### src/hdl/dmwbc_pkg.sv
// Shared types, constants and codes for the direct-mapped write-back cache.
// No dependencies; every other file in hdl/ refers to this package by scope.
`timescale 1ns / 1ps

package dmwbc_pkg;

    // Fixed field widths of the request and response.
    localparam int ADDR_W     = 16;
    localparam int VALUE_W    = 8;
    localparam int OUT_DATA_W = 64;
    localparam int ADDR_SPAN  = 65536;

    // Default geometry, handed to the top-level parameters.
    localparam int LINE_COUNT_DEF   = 64;
    localparam int BLOCK_BYTES_DEF  = 8;
    localparam int MEMORY_BYTES_DEF = 65536;

    // Depth of the queue between the front end and the back end.
    localparam int QUEUE_DEPTH = 2;

    typedef enum logic {
        OP_READ  = 1'b0,
        OP_WRITE = 1'b1
    } op_t;

    typedef struct packed {
        logic               func;
        logic [ADDR_W-1:0]  address;
        logic [VALUE_W-1:0] write_value;
    } req_t;

    typedef struct packed {
        logic [ADDR_W-1:0]     read_address;
        logic [OUT_DATA_W-1:0] block_data;
        logic                  hit;
        logic                  was_dirty;
    } rsp_t;

    // Classified access as it sits in the queue.
    typedef struct packed {
        op_t                op;
        logic [ADDR_W-1:0]  address;
        logic [VALUE_W-1:0] value;
    } acc_t;

    // Status of the front end, seen at the top level.
    typedef struct packed {
        logic [$clog2(QUEUE_DEPTH+1)-1:0] count;
        logic                             full;
    } front_status_t;

    // Status of the back end, seen at the top level.
    typedef struct packed {
        logic clearing;
        logic busy;
    } back_status_t;

    typedef enum logic [2:0] {
        ST_CLEAR,
        ST_IDLE,
        ST_LOOKUP,
        ST_FETCH,
        ST_FILL
    } back_state_t;

endpackage

### src/hdl/dmwbc_front.sv
// Front end of the cache: accepts requests, classifies them and queues them.
// Depends on dmwbc_pkg.
`timescale 1ns / 1ps

module dmwbc_front
(
    input  logic                    clk,
    input  logic                    rst_n,
    input  logic                    req_valid,
    output logic                    req_stall,
    input  dmwbc_pkg::req_t         req,
    output logic                    q_valid,
    output dmwbc_pkg::acc_t         q_head,
    input  logic                    q_pop,
    output dmwbc_pkg::front_status_t status
);

    localparam int PTR_W = $clog2(dmwbc_pkg::QUEUE_DEPTH);
    localparam int CNT_W = $clog2(dmwbc_pkg::QUEUE_DEPTH + 1);

    dmwbc_pkg::acc_t  slot_reg [dmwbc_pkg::QUEUE_DEPTH];
    logic [PTR_W-1:0] wr_ptr_reg, wr_ptr_next;
    logic [PTR_W-1:0] rd_ptr_reg, rd_ptr_next;
    logic [CNT_W-1:0] count_reg, count_next;
    logic             push;
    dmwbc_pkg::acc_t  classified;

    // Decode the access kind and keep the fields the back end needs.
    always_comb
    begin
        classified.op      = req.func ? dmwbc_pkg::OP_WRITE : dmwbc_pkg::OP_READ;
        classified.address = req.address;
        classified.value   = req.write_value;
    end

    assign req_stall = (count_reg == CNT_W'(dmwbc_pkg::QUEUE_DEPTH));
    assign push      = req_valid && !req_stall;
    assign q_valid   = (count_reg != '0);
    assign q_head    = slot_reg[rd_ptr_reg];

    assign status.count = count_reg;
    assign status.full  = req_stall;

    // Pointer and fill-count updates.
    always_comb
    begin
        wr_ptr_next = wr_ptr_reg;
        rd_ptr_next = rd_ptr_reg;
        count_next  = count_reg;
        if (push)
        begin
            wr_ptr_next = (wr_ptr_reg == PTR_W'(dmwbc_pkg::QUEUE_DEPTH - 1)) ? '0
                        : wr_ptr_reg + 1'b1;
        end
        if (q_pop)
        begin
            rd_ptr_next = (rd_ptr_reg == PTR_W'(dmwbc_pkg::QUEUE_DEPTH - 1)) ? '0
                        : rd_ptr_reg + 1'b1;
        end
        if (push && !q_pop)
        begin
            count_next = count_reg + 1'b1;
        end
        else if (!push && q_pop)
        begin
            count_next = count_reg - 1'b1;
        end
    end

    always_ff @(posedge clk or negedge rst_n)
    begin
        if (!rst_n)
        begin
            wr_ptr_reg <= '0;
            rd_ptr_reg <= '0;
            count_reg  <= '0;
        end
        else
        begin
            wr_ptr_reg <= wr_ptr_next;
            rd_ptr_reg <= rd_ptr_next;
            count_reg  <= count_next;
        end
    end

    // Queue storage carries payload only.
    always_ff @(posedge clk)
    begin
        if (push)
        begin
            slot_reg[wr_ptr_reg] <= classified;
        end
    end

endmodule

### config.mk
export PLATFORM = sky130hd
export DESIGN_NAME = dmwbc_front
export DESIGN_NICKNAME = d
export VERILOG_FILES = /design/src/hdl/dmwbc_pkg.sv /design/src/hdl/dmwbc_front.sv
export SDC_FILE = /design/constraint.sdc
export NUM_CORES = 1
export LEC_CHECK = 0
export BUFFER_PORTS_ARGS = -buffer_cell sky130_fd_sc_hd__buf_2
export CELL_PAD_IN_SITES_DETAIL_PLACEMENT = 2
export CELL_PAD_IN_SITES_GLOBAL_PLACEMENT = 2
export CORE_ASPECT_RATIO = 2
export CORE_UTILIZATION = 33
export CTS_CLUSTER_DIAMETER = 120
export CTS_CLUSTER_SIZE = 28
export DETAILED_ROUTE_END_ITERATION = 10
export PLACE_DENSITY = 0.79
export SLEW_MARGIN = 10
export SYNTH_ARGS = -nofsm -noshare
export SYNTH_HDL_FRONTEND = slang
export SYNTH_SLANG_ARGS = --single-unit
export TNS_END_PERCENT = 20
### constraint.sdc
create_clock -name clk -period 2.2 [get_ports clk]
set_input_delay 0.22 -clock clk [delete_from_list [all_inputs] [get_ports clk]]
set_output_delay 0.22 -clock clk [all_outputs]
set_load 0.005 [all_outputs]
Yosys cells after proc, flatten, opt, wreduce, memory -nomap -nowiden
Memories as Yosys holds them, arrays and structs flattened. Cells that the tools add are included.

Bits in registers: 4. Bits in writable memories: 50. Input bits: 29. Logic and storage cells: 24. Memories: 1.

Add/sub/neg operators: 4. Equality and inequality tests: 1. Muxes and demuxes: 7. Reductions and logical operators: 8.

Memory list: slot_reg (words 2, width 25, read ports 1, clocked after memory_dff 0, write ports 1, line dmwbc_front.sv:21) `dmwbc_pkg::acc_t slot_reg [dmwbc_pkg::QUEUE_DEPTH];`.

Operators by type and width (count): $mux W1 (5); $mux W2 (2); $reduce_bool A2 Y1 (2); $logic_and A1 B1 Y1 (3); $logic_not A1 Y1 (3); $add A1 B1 Y1 const B (2); $add A2 B1 Y2 const B (1); $eq A2 B2 Y1 const B (1); $sub A2 B1 Y2 const B (1).

Logic depth before layout (Yosys ltp)
Gate-level depths: netlist (run 1).

Word-level depth: 7. Gate-level depth with buffers: 7. Depth with buffers taken out: 7.

Least setup slack after synthesis (run 1)
No wires, ideal clock.

Path kind: register to register. From: register count_reg[0]. To: memory slot_reg[0][0] in the netlist's numbering, enable pin. Data arrival time: 1728 ps. Required time: 1793 ps. Path slack: 66 ps. Cell stages (with the launch flop): 4. Path buffers: 0. Clock period less this slack: 2134 ps. Cells stage by stage: dfrtp_1 > nand2b_1 > nand2_1 > nor2_1.

Cells in the longest elaborated chain, start to end: 5.

Ends and longest elaborated chain: start: declaration (line dmwbc_front.sv:24) `logic [CNT_W-1:0] count_reg, count_next;`; start signal: assignment (line dmwbc_front.sv:82) `count_reg <= count_next;`; $eq A2 B2 Y1 (line dmwbc_front.sv:36) `assign req_stall = (count_reg == CNT_W'(dmwbc_pkg::QUEUE_DEPTH));`; $logic_not A1 Y1 (line dmwbc_front.sv:37) `assign push = req_valid && !req_stall;`; $logic_and A1 B1 Y1 (line dmwbc_front.sv:37); $mux W1 (line dmwbc_front.sv:89) `if (push)`; $mux W1 (not written as such) (line dmwbc_front.sv:91) `slot_reg[wr_ptr_reg] <= classified;`; end: declaration (line dmwbc_front.sv:21).

Every way passes these cells.

==> results of run 1 <==
[timing repair]
item	CTS	global route
buffers inserted	0	0
hold buffers	1	0
endpoints found under the hold margin	4	0
[worst max-delay path by stage]
stage                            endpoint  slack, ps  cells after the start
final                          q_head[13]        490                      3
after detailed placement  slot_reg[0][18]        540                      4
after floorplan            slot_reg[0][0]         70                      3
after global routing      slot_reg[0][22]        410                      4
after global placement    slot_reg[0][16]        640                      4
after CTS                       q_head[6]        460                      3
[power by group through the flow]
stage	combinational (mW)	clock, mW	sequential, mW
global route	1.18	0.810	1.53
CTS	1.12	0.778	1.51
global placement	1.06	0	1.50
floorplan	0.779	0	1.50
finish	1.08	0.747	1.51
detailed placement	1.12	0	1.53
[synth_stat cells]
cell type	instances
edfxtp_1	50
mux2_4	19
mux2_2	6
dfrtp_1	4
inv_1	3
xor2_1	3
buf_12	2
nor2_1	2
xnor2_1	2
and3_1	1
buf_4	1
buf_6	1
ha_1	1
nand2_1	1
nand2b_1	1
or2_2	1
[cell type report]
| type | count | area share [%] |
|---|---|---|
| timing repair buffer | 63 | 12.5 |
| sequential | 54 | 60.7 |
| clock buffer | 5 | 4.75 |
| multi-input combinational | 37 | 16.8 |
| clock inverter | 3 | 0.807 |
| tap | 84 | 3.99 |
| inverter | 3 | 0.427 |
[logic make-up (layout without fill, tap and decap cells)]
family	Yosys count	after routing	share of synthesized area, %
adders and majority gates	1	1	0.593
DFF	54	54	75.9
xor gates and xnor gates	5	5	2.08
and+or+nand+nor	6	6	1.42
muxes	25	25	16.7
buffers and inverters	7	74	3.32
[layer usage]
| metal | routed length, um | track usage, % | up-vias |
|---|---|---|---|
| li1 | - | - | 497 |
| met1 | 1370 | 11.8 | 528 |
| met2 | 2350 | 25.1 | 41 |
| met3 | 210 | 3.49 | 5 |
| met4 | 39 | 4.29 | 0 |
| met5 | 0 | 0 | - |
[layout by cell type (no fill, tap or decap), drive strengths merged, types with 2 or more instances in the layout]
master and instances:
inv 3, xor2 3, clkinv 2, dfrtp 4, nor2 2, edfxtp 50, clkbuf 5, mux2 25
buf 62, xnor2 2
[stage by stage]
step | instances | total power, mW | util, % | area, um2
6_report | 249 | 3.34 | 43.2 | 2640
5_1_grt | 249 | 3.53 | 43.2 | 2640
4_1_cts | 249 | 3.41 | 43.2 | 2640
3_5_place_dp | 240 | 2.65 | 40.6 | 2480
3_3_place_gp | 240 | 2.57 | 40.6 | 2480
2_1_floorplan | 98 | 2.28 | - | 2110
==> results.py, run 1 <==
metrics = {
    "critical_path": {
        "critPathRequiredTime_ps": 1980,
        "crit_start": "rd_ptr_reg",
        "rrSetupSlack_ps": 540,
        "cpMaxStageDelayCell": "mux2_2",
        "cp.arrival_ps": 1490,
        "r2r_start": "count_reg[0]",
        "start_kind": "register",
        "end_kind": "primary output",
        "r2r_cells": 4,
        "cpLargestDelayFamily": "buffers and inverters",
        "crit_type": "register to primary output",
        "r2r_end": "slot_reg[0][14]",
        "cpPeakStageDelay_ps": 390,
        "crit_buf_inv": 2,
        "cp_max_fo": 20,
        "path_cells": "buf_4 > mux2_2 > buf_2",
    },
    "detailed_routing": {
        "via_per_inst": 4.30,
        "drc": 0,
        "avgRoutedWirePerCell_um": 16.0,
        "drt_first_pass_iters": 3,
        "num_vias": 1071,
        "drt-initial-drc-count": 21,
        "drt_wl_total_mm": 3.98,
        "ant_nets": 0,
    },
    "sta": {
        "relSlewSlack_pct": 75.6,
        "min_period_ps": 1710,
        "fin_worst_skew_ps": 6.33,
        "rsz0062_at_grt": "no",
        "finalCritPeriodShare_pct": 77.6,
        "setup_viol": 0,
        "slew_viol_final": 0,
        "finalHoldViolCount": 0,
        "tightest_slew_ps": 366,
        "max_freq_ghz": 0.585,
        "finalSetupTns_ps": 0,
        "whs_ps": 122,
        "setup_slack_ps": 492,
    },
    "synth": {
        "ys_ff_latch": 54,
        "ys_seq_area_share_pct": 75.9,
        "syn_nets": 128,
        "syn_area_um2": 2110,
        "ys_top_cells_by_area": "edfxtp_1 71%, mux2_4 14%, dfrtp_1 4.7%, mux2_2 3.2%, buf_12 1.9%",
        "syn_avg_cell_area_um2": 21.5,
        "yosys_warnings": 0,
        "synth.distinct_cells": 16,
        "yosys.area.top_type": "edfxtp_1",
        "netlist_instances": 98,
        "synth_top_cell_area_share_pct": 71.1,
    },
    "power": {
        "swShare_pct": 27.5,
        "seqPwrFrac_pct": 45.1,
        "p_sw_mw": 0.920,
        "p_comb_share_pct": 32.5,
        "p_leak_nw": 1.08,
        "p_int_mw": 2.42,
        "peakVddDrop_mv": 0.827,
        "powerDensity_nw_per_um2": 1270,
        "clock_power_share_pct": 22.4,
    },
    "min_path": {
        "hp-class": "primary input to register",
        "hold_depth": 1,
        "min-delay-start": "req[20]",
        "min_delay_worst_endpoint": "slot_reg[1][20]",
    },
    "global_route": {
        "overflow": 0,
        "grt_util_all_layers_pct": 12.7,
        "grt_max_degree": 26,
        "grt_pass1_wl_mm": 6.13,
        "first_global_vias": 1233,
        "antenna_found_initial": 0,
    },
    "placed_design": {
        "gp_congestion": 0.657,
        "pre_cts_slack_ps": 539,
        "io_buffer_count": 58,
        "hpwlAfterDp_mm": 3.06,
    },
    "clock_tree": {
        "cts_tree": "built",
        "clk_pin_slew_ps": 70,
        "htreeDepth": 2,
        "cts_buffer_depth": 2,
        "cts_resized": 0,
        "cts.sink_count": 54,
        "clock_latency_ps": 280,
        "root_buffer": "clkbuf_16",
        "numCtsBuffers": 5,
    },
    "layout": {
        "fillers": 611,
        "n_antenna_cell": 0,
        "largest_reg_flops": 50,
        "nets": 194,
        "syn_to_final_growth_pct": 24.9,
        "layout-drive-gt1-share_pct": 58.8,
        "regArea_um2": 1600,
        "multi_input_area_um2": 442,
    },
    "die": {
        "dieArea_um2": 6740,
        "die_h_um": 115,
        "initial_core_util_pct": 34.6,
        "ios": 59,
        "core_um2": 6110,
        "die_w_um": 58.6,
        "rows": 40,
    },
    "outcome": {
        "status": "completed",
    },
    "flow_run": {
        "drv_cap": 0,
    },
}
Power figures use the tool's default switching activity.
==> inputs of run 2 (changes only) <==
--- a/config.mk
+++ b/config.mk
@@ -9,11 +9,11 @@
 export CELL_PAD_IN_SITES_DETAIL_PLACEMENT = 2
 export CELL_PAD_IN_SITES_GLOBAL_PLACEMENT = 2
 export CORE_ASPECT_RATIO = 2
-export CORE_UTILIZATION = 33
+export CORE_UTILIZATION = 37
 export CTS_CLUSTER_DIAMETER = 120
 export CTS_CLUSTER_SIZE = 28
 export DETAILED_ROUTE_END_ITERATION = 10
-export PLACE_DENSITY = 0.79
+export PLACE_DENSITY = 0.83
 export SLEW_MARGIN = 10
 export SYNTH_ARGS = -nofsm -noshare
 export SYNTH_HDL_FRONTEND = slang
==> constraint.sdc (replaced) <==
create_clock -name clk -period 1.7 [get_ports clk]
set_input_delay 0.17 -clock clk [delete_from_list [all_inputs] [get_ports clk]]
set_output_delay 0.17 -clock clk [all_outputs]
set_load 0.005 [all_outputs]
==> run 2 against run 1 <==
Compared with the run above: combinational power increased by 33%; critical path depth unchanged; cell count decreased by 9.2%; sequential power increased by 30%; count of clock-buffer cells in the layout unchanged; sequential cell count unchanged; worst hold slack got worse by 69 ps; sequential share of layout area increased by 0.97 points; setup slack got worse by 400 ps; highest routed layer unchanged.
==> results.py, run 2 (same netlist as run 1, synthesis figures left out) <==
metrics = {
    "outcome": {
        "status": "completed",
    },
    "critical_path": {
        "cpMaxStageDelayCell": "dfrtp_2",
        "critPathRequiredTime_ps": 1530,
        "r2r_cells": 7,
        "start_kind": "register",
        "cp.depth": 3,
        "end_kind": "primary output",
        "r2r_start": "count_reg[0]",
        "cpPeakStageDelay_ps": 420,
        "r2r_end": "count_reg[1]",
        "crit_type": "register to primary output",
        "crit_buf_inv": 2,
        "path_cells": "buf_12 > mux2_2 > buf_2",
        "cpLargestDelayFamily": "flip-flops",
        "cp.arrival_ps": 1440,
        "rrSetupSlack_ps": 140,
        "cp_max_fo": 24,
    },
    "layout": {
        "n_antenna_cell": 0,
        "syn_to_final_growth_pct": 23.1,
        "nets": 195,
        "final_common_cell": "buf_2",
        "largest_reg_flops": 50,
        "final_cell_count_no_fill": 226,
        "final_cell_mix": "58 x buf_2, 50 x edfxtp_1, 19 x mux2_4, 6 x mux2_2, 5 x clkbuf_8",
        "layout-drive-gt1-share_pct": 60.8,
    },
    "die": {
        "dieArea_um2": 6030,
        "core_um2": 5470,
        "initial_core_util_pct": 38.6,
        "die_w_um": 55.4,
        "die_h_um": 109,
        "ios": 59,
        "rows": 38,
    },
    "min_path": {
        "hold_depth": 1,
        "hp-class": "primary input to register",
        "min-delay-start": "req[13]",
        "min_delay_worst_endpoint": "slot_reg[1][13]",
    },
    "sta": {
        "finalCritPeriodShare_pct": 94.9,
        "rsz0062_at_grt": "no",
        "min_period_ps": 1610,
        "finalSetupTns_ps": 0,
        "finalHoldViolCount": 0,
        "tightest_slew_ps": 224,
        "setup_viol": 0,
        "max_freq_ghz": 0.620,
        "relSlewSlack_pct": 85.0,
        "slew_viol_final": 0,
        "fin_worst_skew_ps": 10.9,
    },
    "placed_design": {
        "gp_congestion": 0.647,
        "dpl.cell_count": 217,
        "io_buffer_count": 58,
        "hpwlAfterDp_mm": 3.16,
    },
    "detailed_routing": {
        "num_vias": 1078,
        "via_per_inst": 4.77,
        "drt_first_pass_iters": 6,
        "ant_nets": 0,
        "drc": 0,
        "avgRoutedWirePerCell_um": 18.0,
        "drt_wl_total_mm": 4.08,
        "drt-initial-drc-count": 32,
    },
    "global_route": {
        "overflow": 0,
        "antenna_found_initial": 0,
        "grt_util_all_layers_pct": 14.2,
        "grt_pass1_wl_mm": 6.25,
        "grt_max_degree": 25,
        "first_global_vias": 1224,
    },
    "power": {
        "peakVddDrop_mv": 0.903,
        "p_leak_nw": 1.07,
        "powerDensity_nw_per_um2": 1630,
    },
    "clock_tree": {
        "clk_pin_slew_ps": 90,
        "htreeDepth": 2,
        "cts.sink_count": 54,
        "cts_buffer_depth": 2,
        "post_cts_buffers": 0,
        "root_buffer": "clkbuf_8",
        "cts_tree": "built",
        "clock_latency_ps": 300,
        "numCtsBuffers": 5,
    },
    "flow_run": {
        "drv_cap": 0,
    },
}
run 2: cell type report:
type / instances / area (um2)
clock buffer: 5 / 68.8
inverter: 3 / 11.3
tap: 60 / 75.1
clock inverter: 3 / 40.0
fill: 514 / 2870
sequential: 54 / 1600
timing repair buffer: 64 / 350
multi-input combinational: 37 / 449
run 2: worst max path at each step:
| stage | start | to |
|---|---|---|
| 2_1_floorplan | count_reg[0] | slot_reg[1][0] |
| 3_3_place_gp | count_reg[0] | count_reg[1] |
| 3_5_place_dp | count_reg[0] | count_reg[1] |
| 4_1_cts | rd_ptr_reg | q_head[5] |
| 5_1_grt | count_reg[0] | count_reg[1] |
| 6_report | rd_ptr_reg | q_head[5] |
run 2: metrics by stage:
step	worst slack, ps	total power [mW]	cell area [um2]	utilization (%)	hold slack, ps
CTS	12.4	4.32	2590	47.4	46.9
global placement	257	3.35	2470	45.3	-20.1
detailed placement	65.1	3.49	2470	45.3	-17.0
finish	87.1	4.24	2600	47.5	53.6
floorplan	68.8	2.96	2120	-	-126
global route	4.35	4.47	2600	47.5	35.5
run 2: metal layers:
layer | vias to the layer above | routed length, um | GRT usage (%)
li1 | 500 | - | -
met1 | 536 | 1480 | 14.8
met2 | 38 | 2420 | 27.2
met3 | 4 | 130 | 2.97
met4 | 0 | 46 | 5.36
met5 | - | 0 | 0
run 2: what timing repair did:
item,CTS,global route
gates resized for setup,0,3
hold endpoints to repair,4,0
endpoints found under the setup margin,0,6
hold buffers,1,0
run 2: where the power goes:
group | internal, mW | switching, mW | leakage (nW) | total (mW)
Sequential | 1.83 | 0.145 | 0.509 | 1.97
Clock | 0.434 | 0.387 | 0.0579 | 0.820
Combinational | 0.800 | 0.645 | 0.507 | 1.44
Total | 3.06 | 1.18 | 1.07 | 4.24
==> inputs of run 3 (changes only) <==
--- a/config.mk
+++ b/config.mk
@@ -14,6 +14,8 @@
 export CTS_CLUSTER_SIZE = 28
 export DETAILED_ROUTE_END_ITERATION = 10
 export PLACE_DENSITY = 0.83
+export RECOVER_POWER = 50
+export REMOVE_ABC_BUFFERS = 1
 export SLEW_MARGIN = 10
 export SYNTH_ARGS = -nofsm -noshare
 export SYNTH_HDL_FRONTEND = slang
==> run 3 against run 2 <==
Compared with the run above: critical path depth stayed put; power is 0.26% lower; sequential power hardly changed; largest cell class unchanged; fmax is 0.18% lower; sequential share of layout area is 0.93 points higher; non-clock buffer count is 1 higher; via count is 1.2% higher; worst hold slack worse by 6.7 ps; clock power is 3.9% higher; setup slack worse by 3.0 ps; cell count is 0.44% higher; sequential cell count stayed put.
==> results.py, run 3 (same netlist as run 1, synthesis figures left out) <==
metrics = {
    "clock_tree": {
        "clk_pin_slew_ps": 100,
        "cts.sink_count": 54,
        "clock_latency_ps": 310,
        "root_buffer": "clkbuf_8",
        "post_cts_buffers": 0,
        "cts_buffer_depth": 2,
        "numCtsBuffers": 5,
        "htreeDepth": 2,
        "cts_tree": "built",
    },
    "die": {
        "ios": 59,
        "initial_core_util_pct": 38.6,
        "core_um2": 5470,
        "die_h_um": 109,
        "dieArea_um2": 6030,
        "die_w_um": 55.4,
        "rows": 38,
    },
    "critical_path": {
        "cpLargestDelayFamily": "buffers and inverters",
        "cp_max_fo": 14,
        "crit_type": "register to primary output",
        "cp.arrival_ps": 1450,
        "end_kind": "primary output",
        "critPathRequiredTime_ps": 1530,
        "path_cells": "buf_4 > mux2_2 > buf_2",
        "cpMaxStageDelayCell": "dfrtp_1",
        "crit_buf_inv": 2,
        "start_kind": "register",
        "cpPeakStageDelay_ps": 370,
    },
    "detailed_routing": {
        "drt-initial-drc-count": 18,
        "ant_nets": 0,
        "drt_wl_total_mm": 4.44,
        "drt_first_pass_iters": 4,
        "num_vias": 1091,
        "drc": 0,
        "avgRoutedWirePerCell_um": 19.6,
        "via_per_inst": 4.81,
    },
    "power": {
        "powerDensity_nw_per_um2": 1650,
        "peakVddDrop_mv": 1.05,
        "p_leak_nw": 1.01,
    },
    "layout": {
        "nets": 196,
        "largest_reg_flops": 50,
        "layout-drive-gt1-share_pct": 46.1,
        "final_common_cell": "edfxtp_1",
        "post-route-cell-area_um2": 2560,
        "n_antenna_cell": 0,
        "final_cell_mix": "50 x edfxtp_1, 36 x buf_2, 21 x clkbuf_1, 19 x mux2_4, 6 x mux2_2",
        "syn_to_final_growth_pct": 21.1,
    },
    "sta": {
        "min_period_ps": 1620,
        "fin_worst_skew_ps": 7.92,
        "whs_ps": 46.9,
        "finalHoldViolCount": 0,
        "tightest_slew_ps": 326,
        "relSlewSlack_pct": 78.2,
        "finalCritPeriodShare_pct": 95.1,
        "rsz0062_at_grt": "no",
        "max_freq_ghz": 0.619,
        "setup_viol": 0,
        "slew_viol_final": 0,
    },
    "global_route": {
        "overflow": 0,
        "first_global_vias": 1277,
        "grt_util_all_layers_pct": 15.5,
        "grt_pass1_wl_mm": 6.67,
        "antenna_found_initial": 0,
        "grt_max_degree": 18,
    },
    "outcome": {
        "status": "completed",
    },
    "placed_design": {
        "io_buffer_count": 58,
        "gp_congestion": 0.653,
        "placedInstanceArea_um2": 2460,
        "hpwlAfterDp_mm": 3.32,
    },
    "min_path": {
        "hp-class": "primary input to register",
    },
    "flow_run": {
        "drv_cap": 0,
    },
}
==> run 3: metal layers <==
layer,track usage [%],routed length [um],vias to the layer above
met3,2.37,132,5
met4,8.04,80,0
met5,0,0,-
li1,-,-,501
met2,29.5,2600,32
met1,15.9,1620,553
==> run 3: final cells by class <==
class                      count  area, um2
multi-input combinational     37        442
fill                         518       2910
inverter                       3       11.3
clock buffer                   5       68.8
timing repair buffer          65        313
tap                           60       75.1
sequential                    54       1600
clock inverter                 3       45.0
==> run 3: final timing paths <==
path | to | cells past startpoint | startpoint | slack [ps]
max | q_head[11] | 3 | rd_ptr_reg | 80
min | rd_ptr_reg | 2 | q_pop | 50
max reg2reg | slot_reg[0][9] | 4 | count_reg[0] | 130
min reg2reg | wr_ptr_reg | 1 | wr_ptr_reg | 530
max in group asynchronous | count_reg[1] | 2 | rst_n | 1290
min in group asynchronous | wr_ptr_reg | 2 | rst_n | 220
==> run 3: where the power goes <==
group          internal [mW]  total [mW]  switching, mW
Combinational          0.751        1.42          0.672
Sequential              1.82        1.95          0.128
Clock                  0.438       0.852          0.414
==> run 3: what timing repair did <==
item                                    4_1_cts  5_1_grt
endpoints found under the setup margin        0        1
hold buffers                                  1        0
resized for setup                             0        1
endpoints found under the hold margin         4        0
==> run 3: metrics by stage <==
step	cells	TNS, ps	utilization [%]	power (mW)	worst slack [ps]
2_1_floorplan	94	-10860	-	2.81	-434
3_3_place_gp	218	0	45.1	3.34	288
3_5_place_dp	218	0	45.1	3.47	83.8
4_1_cts	227	0	47.3	4.34	54.2
5_1_grt	227	0	46.8	4.44	16.6
6_report	227	0	46.8	4.23	84.1
